File: src/rtl/core/urx_pkg.sv
`timescale 1ns / 1ps
// Package for the UART receive ring with error counters.
// Holds function codes, clear mask bit positions and the controller command struct.
// No dependencies.
package urx_pkg;

    localparam logic [1:0] FUNC_STATUS  = 2'd0;
    localparam logic [1:0] FUNC_READ    = 2'd1;
    localparam logic [1:0] FUNC_RESTART = 2'd2;

    localparam int MASK_PARITY  = 0;
    localparam int MASK_FRAMING = 1;
    localparam int MASK_NOISE   = 2;
    localparam int MASK_OVERRUN = 3;
    localparam int MASK_BREAK   = 4;

    localparam int CNT_W  = 32;
    localparam int FILL_W = 9;

    typedef struct packed {
        logic load;
        logic exec;
        logic emit;
    } t_cmd;

endpackage

File: src/rtl/core/urx_ctrl.sv
`timescale 1ns / 1ps
// Controller for the UART receive ring: sequences load, execute and emit per item.
// Depends on urx_pkg for the command struct.
module urx_ctrl (
    input  logic          i_clk,
    input  logic          i_rst_n,
    input  logic          i_in_valid,
    output logic          o_in_stall,
    output logic          o_out_valid,
    input  logic          i_out_stall,
    output urx_pkg::t_cmd o_cmd
);

    typedef enum logic [1:0] {
        S_IDLE,
        S_EXEC,
        S_DONE
    } t_state;

    t_state r_state;
    logic   r_out_valid;
    logic   slot_free;

    assign slot_free  = !r_out_valid || !i_out_stall;
    assign o_in_stall = (r_state != S_IDLE);
    assign o_out_valid = r_out_valid;

    always_comb begin
        o_cmd.load = (r_state == S_IDLE) && i_in_valid;
        o_cmd.exec = (r_state == S_EXEC);
        o_cmd.emit = (r_state == S_DONE) && slot_free;
    end

    always_ff @(posedge i_clk) begin
        if (!i_rst_n) begin
            r_state     <= S_IDLE;
            r_out_valid <= 1'b0;
        end else begin
            case (r_state)
                S_IDLE: begin
                    if (i_in_valid) begin
                        r_state <= S_EXEC;
                    end
                    if (!i_out_stall) begin
                        r_out_valid <= 1'b0;
                    end
                end
                S_EXEC: begin
                    r_state <= S_DONE;
                    if (!i_out_stall) begin
                        r_out_valid <= 1'b0;
                    end
                end
                S_DONE: begin
                    if (slot_free) begin
                        r_state     <= S_IDLE;
                        r_out_valid <= 1'b1;
                    end
                end
                default: begin
                    r_state     <= S_IDLE;
                    r_out_valid <= 1'b0;
                end
            endcase
        end
    end

endmodule

File: config.mk
export PLATFORM = sky130hd
export DESIGN_NAME = urx_ctrl
export DESIGN_NICKNAME = d
export VERILOG_FILES = /design/src/rtl/core/urx_pkg.sv /design/src/rtl/core/urx_ctrl.sv
export SDC_FILE = /design/constraint.sdc
export NUM_CORES = 1
export LEC_CHECK = 0
export ABC_AREA = 0
export BUFFER_PORTS_ARGS = -buffer_cell sky130_fd_sc_hd__buf_2
export CORE_AREA = 2 2 39 41
export CTS_BUF_LIST = sky130_fd_sc_hd__clkbuf_2
export CTS_CLUSTER_SIZE = 16
export DETAILED_ROUTE_END_ITERATION = 8
export DIE_AREA = 0 0 41 43
export HOLD_SLACK_MARGIN = 0.05
export MAX_ROUTING_LAYER = met4
export PLACE_DENSITY = 0.3
export REMOVE_ABC_BUFFERS = 1
export SLEW_MARGIN = 25
export SYNTH_ARGS = -nofsm -noshare
export SYNTH_HDL_FRONTEND = slang
export SYNTH_SLANG_ARGS = --single-unit
File: constraint.sdc
create_clock -name i_clk -period 1.3 [get_ports i_clk]
set_clock_uncertainty 0.2 [all_clocks]
set_input_delay 0.13 -clock i_clk [delete_from_list [all_inputs] [get_ports i_clk]]
set_output_delay 0.13 -clock i_clk [all_outputs]
set_load 0.01 [all_outputs]
Yosys cells after proc, flatten, opt, wreduce, memory -nomap -nowiden
Index checks and enable logic that the tools add are counted.
W data, S select, Z words.
{"block": "totals", "register_bits": 3, "in_bits": 4, "out_inout_bits": 5}
{"block": "classes", "n_eq_ne": 5, "mux": 6, "n_reduce_logical": 10}
{"op": "$ne A2 B2 Y1 const B", "n": 3}
{"op": "$pmux W2 S3", "n": 1}
{"op": "$mux W2", "n": 2}
{"op": "$reduce_and A2 Y1", "n": 2}
{"op": "$eq A2 B1 Y1 const B", "n": 1}
{"op": "$eq A2 B2 Y1 const B", "n": 1}
{"op": "$logic_and A1 B1 Y1", "n": 2}
{"op": "$logic_not A1 Y1", "n": 2}
{"op": "$logic_not A2 Y1", "n": 1}
{"op": "$mux W1", "n": 2}
{"op": "$pmux W1 S2", "n": 1}
{"op": "$reduce_bool A2 Y1", "n": 1}
{"op": "$reduce_or A2 Y1", "n": 1}
{"op": "$logic_or A1 B1 Y1", "n": 1}

Logic depth before layout (Yosys ltp)
Gate-level depths: netlist of the first run.
{"block": "logic_depth", "ltp_word": 4, "depth_mapped": 2, "ltp_nobuf": 2}

Least setup slack after synthesis of the first run
No wires, ideal clock.
{"block": "synth_timing", "path_type": "reg-to-reg", "start": "register r_state[0]", "end": "register r_state[1]", "setup_ns": 0.058, "arrival_time_ns": 0.759, "path_slack_ns": 0.283, "stages_incl_launch_ff": 3, "synth_period_minus_slack_ns": 1.017, "cell_sequence": "dfxtp_1 -> nor2b_1 -> o21a_1"}
{"element": "start, declared", "line": "urx_ctrl.sv:20", "source": "t_state r_state;"}
{"element": "start signal, assigned", "line": "urx_ctrl.sv:36", "source": "r_state <= S_IDLE;"}
{"element": "start signal, assigned", "line": "urx_ctrl.sv:42", "source": "r_state <= S_EXEC;"}
{"element": "start signal, assigned", "line": "urx_ctrl.sv:49", "source": "r_state <= S_DONE;"}

==> metrics.csv, run 1 <==
stage,metric,value,unit
outcome,status,finished clean,
sta,hold_viol,0,
placed_design,place_ws,201,ps
setup_path,critPathMaxFanout,5,
finish,fillers,158,
sta,fmaxAchievable,797,MHz
die,core,0.00138,mm^2
sta,grt_setup_unrepaired,true,
synthesis,netlist_area,135,um^2
setup_path,crit-reg2reg-launch,r_state[0],
setup_path,arrival,920,ps
sta,slew_viol_final,0,
placed_design,dpl.cell_count,37,
clock_network,path_clk_slew,40,ps
placed_design,dpl.hpwl,241,um
global_routing,first_global_vias,132,
detailed_routing,drc,0,
clock_network,root_buffer,clkbuf_2,
clock_network,htreeDepth,1,
sta,setup_viol,0,
detailed_routing,final_antenna_net_count,0,
global_routing,antenna_found_initial,0,
global_routing,grt_first_pass_wirelength,572,um
synthesis,ys_types,11,
clock_network,ctsLongestPathBuffers,2,
setup_path,regToRegSetupSlack,250,ps
die,num_rows,14,
finish,nets,32,
global_routing,use_met1,6.71,%
detailed_routing,vias_per_cell,3.49,
synthesis,avgSynthCellArea,10.4,um^2
detailed_routing,routed-via-count,150,
clock_network,clk_latency,200,ps
min_path,min_from,i_out_stall,
setup_path,crit_type,flip-flop to output port,
finish,final_cell_mix,"7 x buf_2, 4 x clkbuf_2, 2 x dlygate4sd3_1",
pwr,power.density,1060,mW/mm^2
setup_path,worstSetupStartpoint,r_state[0],
global_routing,grtUsageMet3,7.85,%
placed_design,place_congestion,0.587,
clock_network,post-cts-setup-buffers,0,
global_routing,grt_use_total,5.85,%
die,pin_count,9,
sta,worstMarginPinSlew,151,ps
sta,period_needed,1250,ps
die,die_w,41,um
setup_path,cp-end-kind,output port,
detailed_routing,drt-total-wl,344,um
sta,fin_hold_ws,139,ps
global_routing,grt.overflow.total,0,
sta,post-route-period-util,96.5,%
finish,drive_gt1_share,66.7,%
sta,setup_ws,45.1,ps
synthesis,synth_cells,13,
finish,design_area,265,um^2
run,drv_cap,0,
finish,syn2layout_area_growth,96.3,%
clock_network,cts_sinks,3,
synthesis,synth-seq-cells,3,
detailed_routing,wl_per_cell,8.00,um
detailed_routing,firstDrtPassIters,2,
setup_path,cp.required,970,ps
synthesis,ys_warn_count,0,
die,start_util,9.76,%
die,dieHeight,43,um
pwr,total_leakage_power,0.123,nW
global_routing,grt_use_met2,4.69,%
setup_path,cpPeakStageDelay,340,ps
finish,diodes,0,
setup_path,cp_slowest_cell,dfxtp_2,
finish,layout_commonest_cell,buf_2,
setup_path,start_kind,flip-flop,
placed_design,placed_area,195,um^2
finish,fin_cells,43,
pwr,peakVddDrop,0.422,mV
min_path,hold_class,input pin to flip-flop,
detailed_routing,first_iter_violations,2,
global_routing,grt_max_degree,7,
finish,final_util,19.2,%
global_routing,busiest_layer,met3,
clock_network,cts_buffers,3,
die,die-area,0.00176,mm^2
placed_design,numPortBuffers,8,
sta,slew_headroom,89.9,%
synthesis,yosysSeqAreaShare,44.4,%
setup_path,crit_chain,"nand2b_4, a21oi_1, buf_2",
clock_network,cts_tree,built,
-- cells by family (layout without fill, tap and decap cells) --
| family | Yosys count | count (layout) | synth area share (%) |
|---|---|---|---|
| compound gates | 3 | 3 | 14.8 |
| buf+inv | 0 | 14 | 0 |
| simple gates | 7 | 7 | 40.8 |
| flops | 3 | 3 | 44.4 |
-- layout make-up --
class	instances	area, um^2	area share, %
multi-input combinational	10	93.8	35.4
timing repair buffer	10	66.3	25.0
tap	16	20.0	7.55
sequential	3	65.1	24.5
clock buffer	4	20.0	7.55
-- worst max-delay path: cells and delay by family, from the launching register on --
kind	cells	cell delay [ps]
compound gates	1	100
buf+inv	1	140
flops	1	340
simple gates	1	140
-- per-layer routing --
layer / part of all wire, % / vias up
met5: 0 / -
met4: 0 / 0
met3: 19 / 0
met2: 36 / 10
met1: 46 / 67
li1: - / 73
-- cells in the mapped netlist --
master / count / area share [%]
a21boi_0: 1 / 5.6
or2_2: 1 / 4.6
nand2b_1: 1 / 4.6
nor2b_1: 1 / 4.6
dfxtp_1: 3 / 44
and2_1: 1 / 4.6
and4b_1: 1 / 7.4
a21oi_1: 1 / 3.7
nand3b_1: 1 / 5.6
o21a_1: 1 / 5.6
nor3b_2: 1 / 9.3
-- power by group --
| part | switching (mW) | leakage [nW] | internal, mW |
|---|---|---|---|
| logic | 0.0163 | 0.0812 | 0.0312 |
| registers | 0.00713 | 0.0256 | 0.0962 |
| clock network | 0.0482 | 0.0166 | 0.0811 |
-- registers in the layout, indices dropped and copies added (netlist names) --
register     flops
r_state          2
o_out_valid      1
-- repair_timing --
item / CTS / global route
gates cloned: 0 / 0
setup endpoints to repair: 2 / 4
endpoints found under the hold margin: 3 / 0
resized for setup: 4 / 4
hold buffers: 2 / 0
pin swaps: 0 / 2
-- worst paths after layout --
path,end,depth (start not counted)
max,o_cmd[0],3
min,r_state[1],3
max reg2reg,r_state[1],2
min reg2reg,o_out_valid,2
-- through the flow --
step / setup TNS [ps] / power (mW)
floorplan: 0 / 0.120
global route: -68.5 / 0.312
detailed placement: 0 / 0.136
CTS: 0 / 0.280
finish: 0 / 0.280
global placement: 0 / 0.136
No activity file was read; power rests on OpenSTA's default activity.
==> inputs of run 2 (changes only) <==
--- a/config.mk
+++ b/config.mk
@@ -12,6 +12,7 @@
 export CTS_CLUSTER_SIZE = 16
 export DETAILED_ROUTE_END_ITERATION = 8
 export DIE_AREA = 0 0 41 43
+export GPL_TIMING_DRIVEN = 0
 export HOLD_SLACK_MARGIN = 0.05
 export MAX_ROUTING_LAYER = met4
 export PLACE_DENSITY = 0.3
==> run 2 against run 1 <==
Effect of this change: largest power group unchanged; global-route usage shrank 0.19 points; fmax fell by 0.39%; critical path type unchanged; sequential power hardly changed; via count is 0.67% lower; die area stayed put; sequential share of layout area grew 0.23 points; critical endpoint is now o_in_stall.
==> metrics.csv, run 2 (same netlist as run 1, synthesis figures left out) <==
stage,metric,value,unit,change
detailed_routing,final_antenna_net_count,0,,unchanged
setup_path,crit_cells,2,,-1
finish,fillers,167,,+5.7%
clock_network,post-cts-setup-buffers,0,,unchanged
finish,multiInputGateArea,91.3,um^2,-2.7%
detailed_routing,dr_wl_met3,58,um,-9.4%
detailed_routing,first_iter_violations,1,,-1
setup_path,cp-end-kind,output port,,
sta,setup_tns,0,ps,unchanged
sta,fmaxAchievable,794,MHz,-0.39%
setup_path,cp.required,970,ps,about the same
detailed_routing,routed-via-count,149,,-0.67%
pwr,seq_power_share,37.3,%,+0.4 points
pwr,p_int,208,uW,-0.30%
global_routing,first_global_vias,133,,+0.76%
pwr,power.density,1060,mW/mm^2,about the same
finish,layout_commonest_cell,buf_2,,
detailed_routing,firstDrtPassIters,2,,unchanged
sta,setup_viol,0,,unchanged
die,dieHeight,43,um,unchanged
setup_path,reg2reg_depth,2,,unchanged
min_path,hold_class,input pin to flip-flop,,
sta,fin_hold_ws,141,ps,+1.36 ps
outcome,status,finished clean,,
global_routing,grt_use_total,5.66,%,-0.19 points
placed_design,dpl.hpwl,264,um,+9.3%
detailed_routing,drt-total-wl,360,um,+4.7%
sta,hold_viol,0,,unchanged
finish,drive_gt1_share,63.0,%,-3.7 points
finish,regMostFlops,r_state,,
die,start_util,9.76,%,unchanged
setup_path,start_kind,flip-flop,,
pwr,total_power,277,uW,-0.97%
detailed_routing,drc,0,,unchanged
setup_path,crit_type,flip-flop to output port,,
clock_network,ctsLongestPathBuffers,2,,unchanged
sta,post-route-period-util,96.9,%,+0.38 points
clock_network,cts_tree,built,,
global_routing,grt_max_degree,7,,unchanged
die,die_w,41,um,unchanged
global_routing,grt_first_pass_wirelength,558,um,-2.4%
die,die-area,0.00176,mm^2,unchanged
clock_network,cts_buffers,3,,unchanged
clock_network,root_buffer,clkbuf_2,,
die,num_rows,14,,unchanged
finish,syn2layout_area_growth,94.4,%,
placed_design,numPortBuffers,8,,unchanged
clock_network,htreeDepth,1,,unchanged
detailed_routing,wl_met1,184,um,+17%
run,drv_cap,0,,unchanged
detailed_routing,met2_length,117,um,-4.9%
global_routing,grt.overflow.total,0,,unchanged
clock_network,clk_latency,200,ps,about the same
setup_path,path_buf_inv,1,,unchanged
pwr,peakVddDrop,0.366,mV,-13%
setup_path,critical_path.top_delay_family,flip-flops,,
pwr,netSwitchingFraction,25.1,%,-0.50 points
finish,diodes,0,,unchanged
pwr,share_comb_of_total_power,17.0,%,about the same
finish,final_util,19.0,%,-0.18 points
detailed_routing,wl_per_cell,8.37,um,+4.7%
placed_design,place_congestion,0.529,,-9.8%
pwr,total_leakage_power,0.123,nW,-0.20%
setup_path,critPathMaxFanout,6,,+1
finish,nets,32,,unchanged
sta,worstMarginPinSlew,153,ps,+2.73 ps
setup_path,cpPeakStageDelay,360,ps,+20 ps
finish,largest_reg_flops,2,,unchanged
setup_path,arrival,930,ps,about the same
detailed_routing,top_layer,met3,,
pwr,pwr-share-clk,45.7,%,-0.5 points
detailed_routing,vias_per_cell,3.47,,-0.67%
sta,period_needed,1260,ps,+4.89 ps
min_path,hold_depth,3,,unchanged
clock_network,path_clk_slew,40,ps,about the same
finish,final_cell_mix,"7 x buf_2, 4 x clkbuf_2, 2 x dlygate4sd3_1",,
setup_path,cp_slowest_cell,dfxtp_4,,
global_routing,antenna_found_initial,0,,unchanged
setup_path,crit_chain,"or2_4, buf_6",,
sta,grt_setup_unrepaired,true,,
clock_network,cts_sinks,3,,unchanged
sta,slew_headroom,89.8,%,-0.18 points
die,core,0.00138,mm^2,unchanged
die,pin_count,9,,unchanged
finish,seqCellArea,65.1,um^2,unchanged
sta,slew_viol_final,0,,unchanged
pwr,switching_power,69.5,uW,-2.9%
run 2: cell counts in the layout (fill, tap and decap cells not counted):
No cell type changed its count.
run 2: final timing paths:
path | startpoint | endpoint | slack (ps)
worst max-delay path | r_state[1] | o_in_stall | 40
worst min-delay path | i_out_stall | r_state[1] | 140
worst max register to register | r_state[0] | r_state[1] | 260
worst min register to register | o_out_valid | o_out_valid | 330
run 2: power by group through the flow:
| stage | Clock, mW | Sequential, mW | Combinational (mW) |
|---|---|---|---|
| floorplan | 0 | 0.103 | 0.0173 |
| global placement | 0 | 0.103 | 0.0337 |
| detailed placement | 0 | 0.103 | 0.0339 |
| CTS | 0.136 | 0.102 | 0.0386 |
| global route | 0.147 | 0.104 | 0.0519 |
| finish | 0.127 | 0.104 | 0.0470 |
run 2: what timing repair did:
| item | in CTS | in global routing |
|---|---|---|
| pin swaps | 0 | 0 |
| endpoints found under the hold margin | 3 | 0 |
| hold buffers | 2 | 0 |
| gates resized for setup | 2 | 5 |
| endpoints found under the setup margin | 2 | 3 |
run 2: final cells by class:
class / count / area share, %
Clock buffer: 4 / 7.62
Multi-Input combinational cell: 10 / 34.8
Sequential cell: 3 / 24.8
Tap cell: 16 / 7.62
Timing Repair Buffer: 10 / 25.2
run 2: metal layers:
metal / global-route usage, % / vias to the layer above
li1: - / 74
met1: 6.43 / 65
met3: 6.28 / 0
met4: 4.00 / 0
met2: 5.31 / 10
met5: - / -
run 2: per-stage QoR:
step / worst slack (ps) / cell area (um^2) / cells
finish: 40.2 / 263 / 43
global route: -21.4 / 263 / 43
CTS: -7.98 / 238 / 43
detailed placement: 201 / 195 / 37
global placement: 196 / 195 / 37
floorplan: 283 / 135 / 13
run 2: worst reg2reg max path: stages, from the launching register on:
cell	delay, ps
dfxtp_2	370
and4b_1	210
o21a_1	160
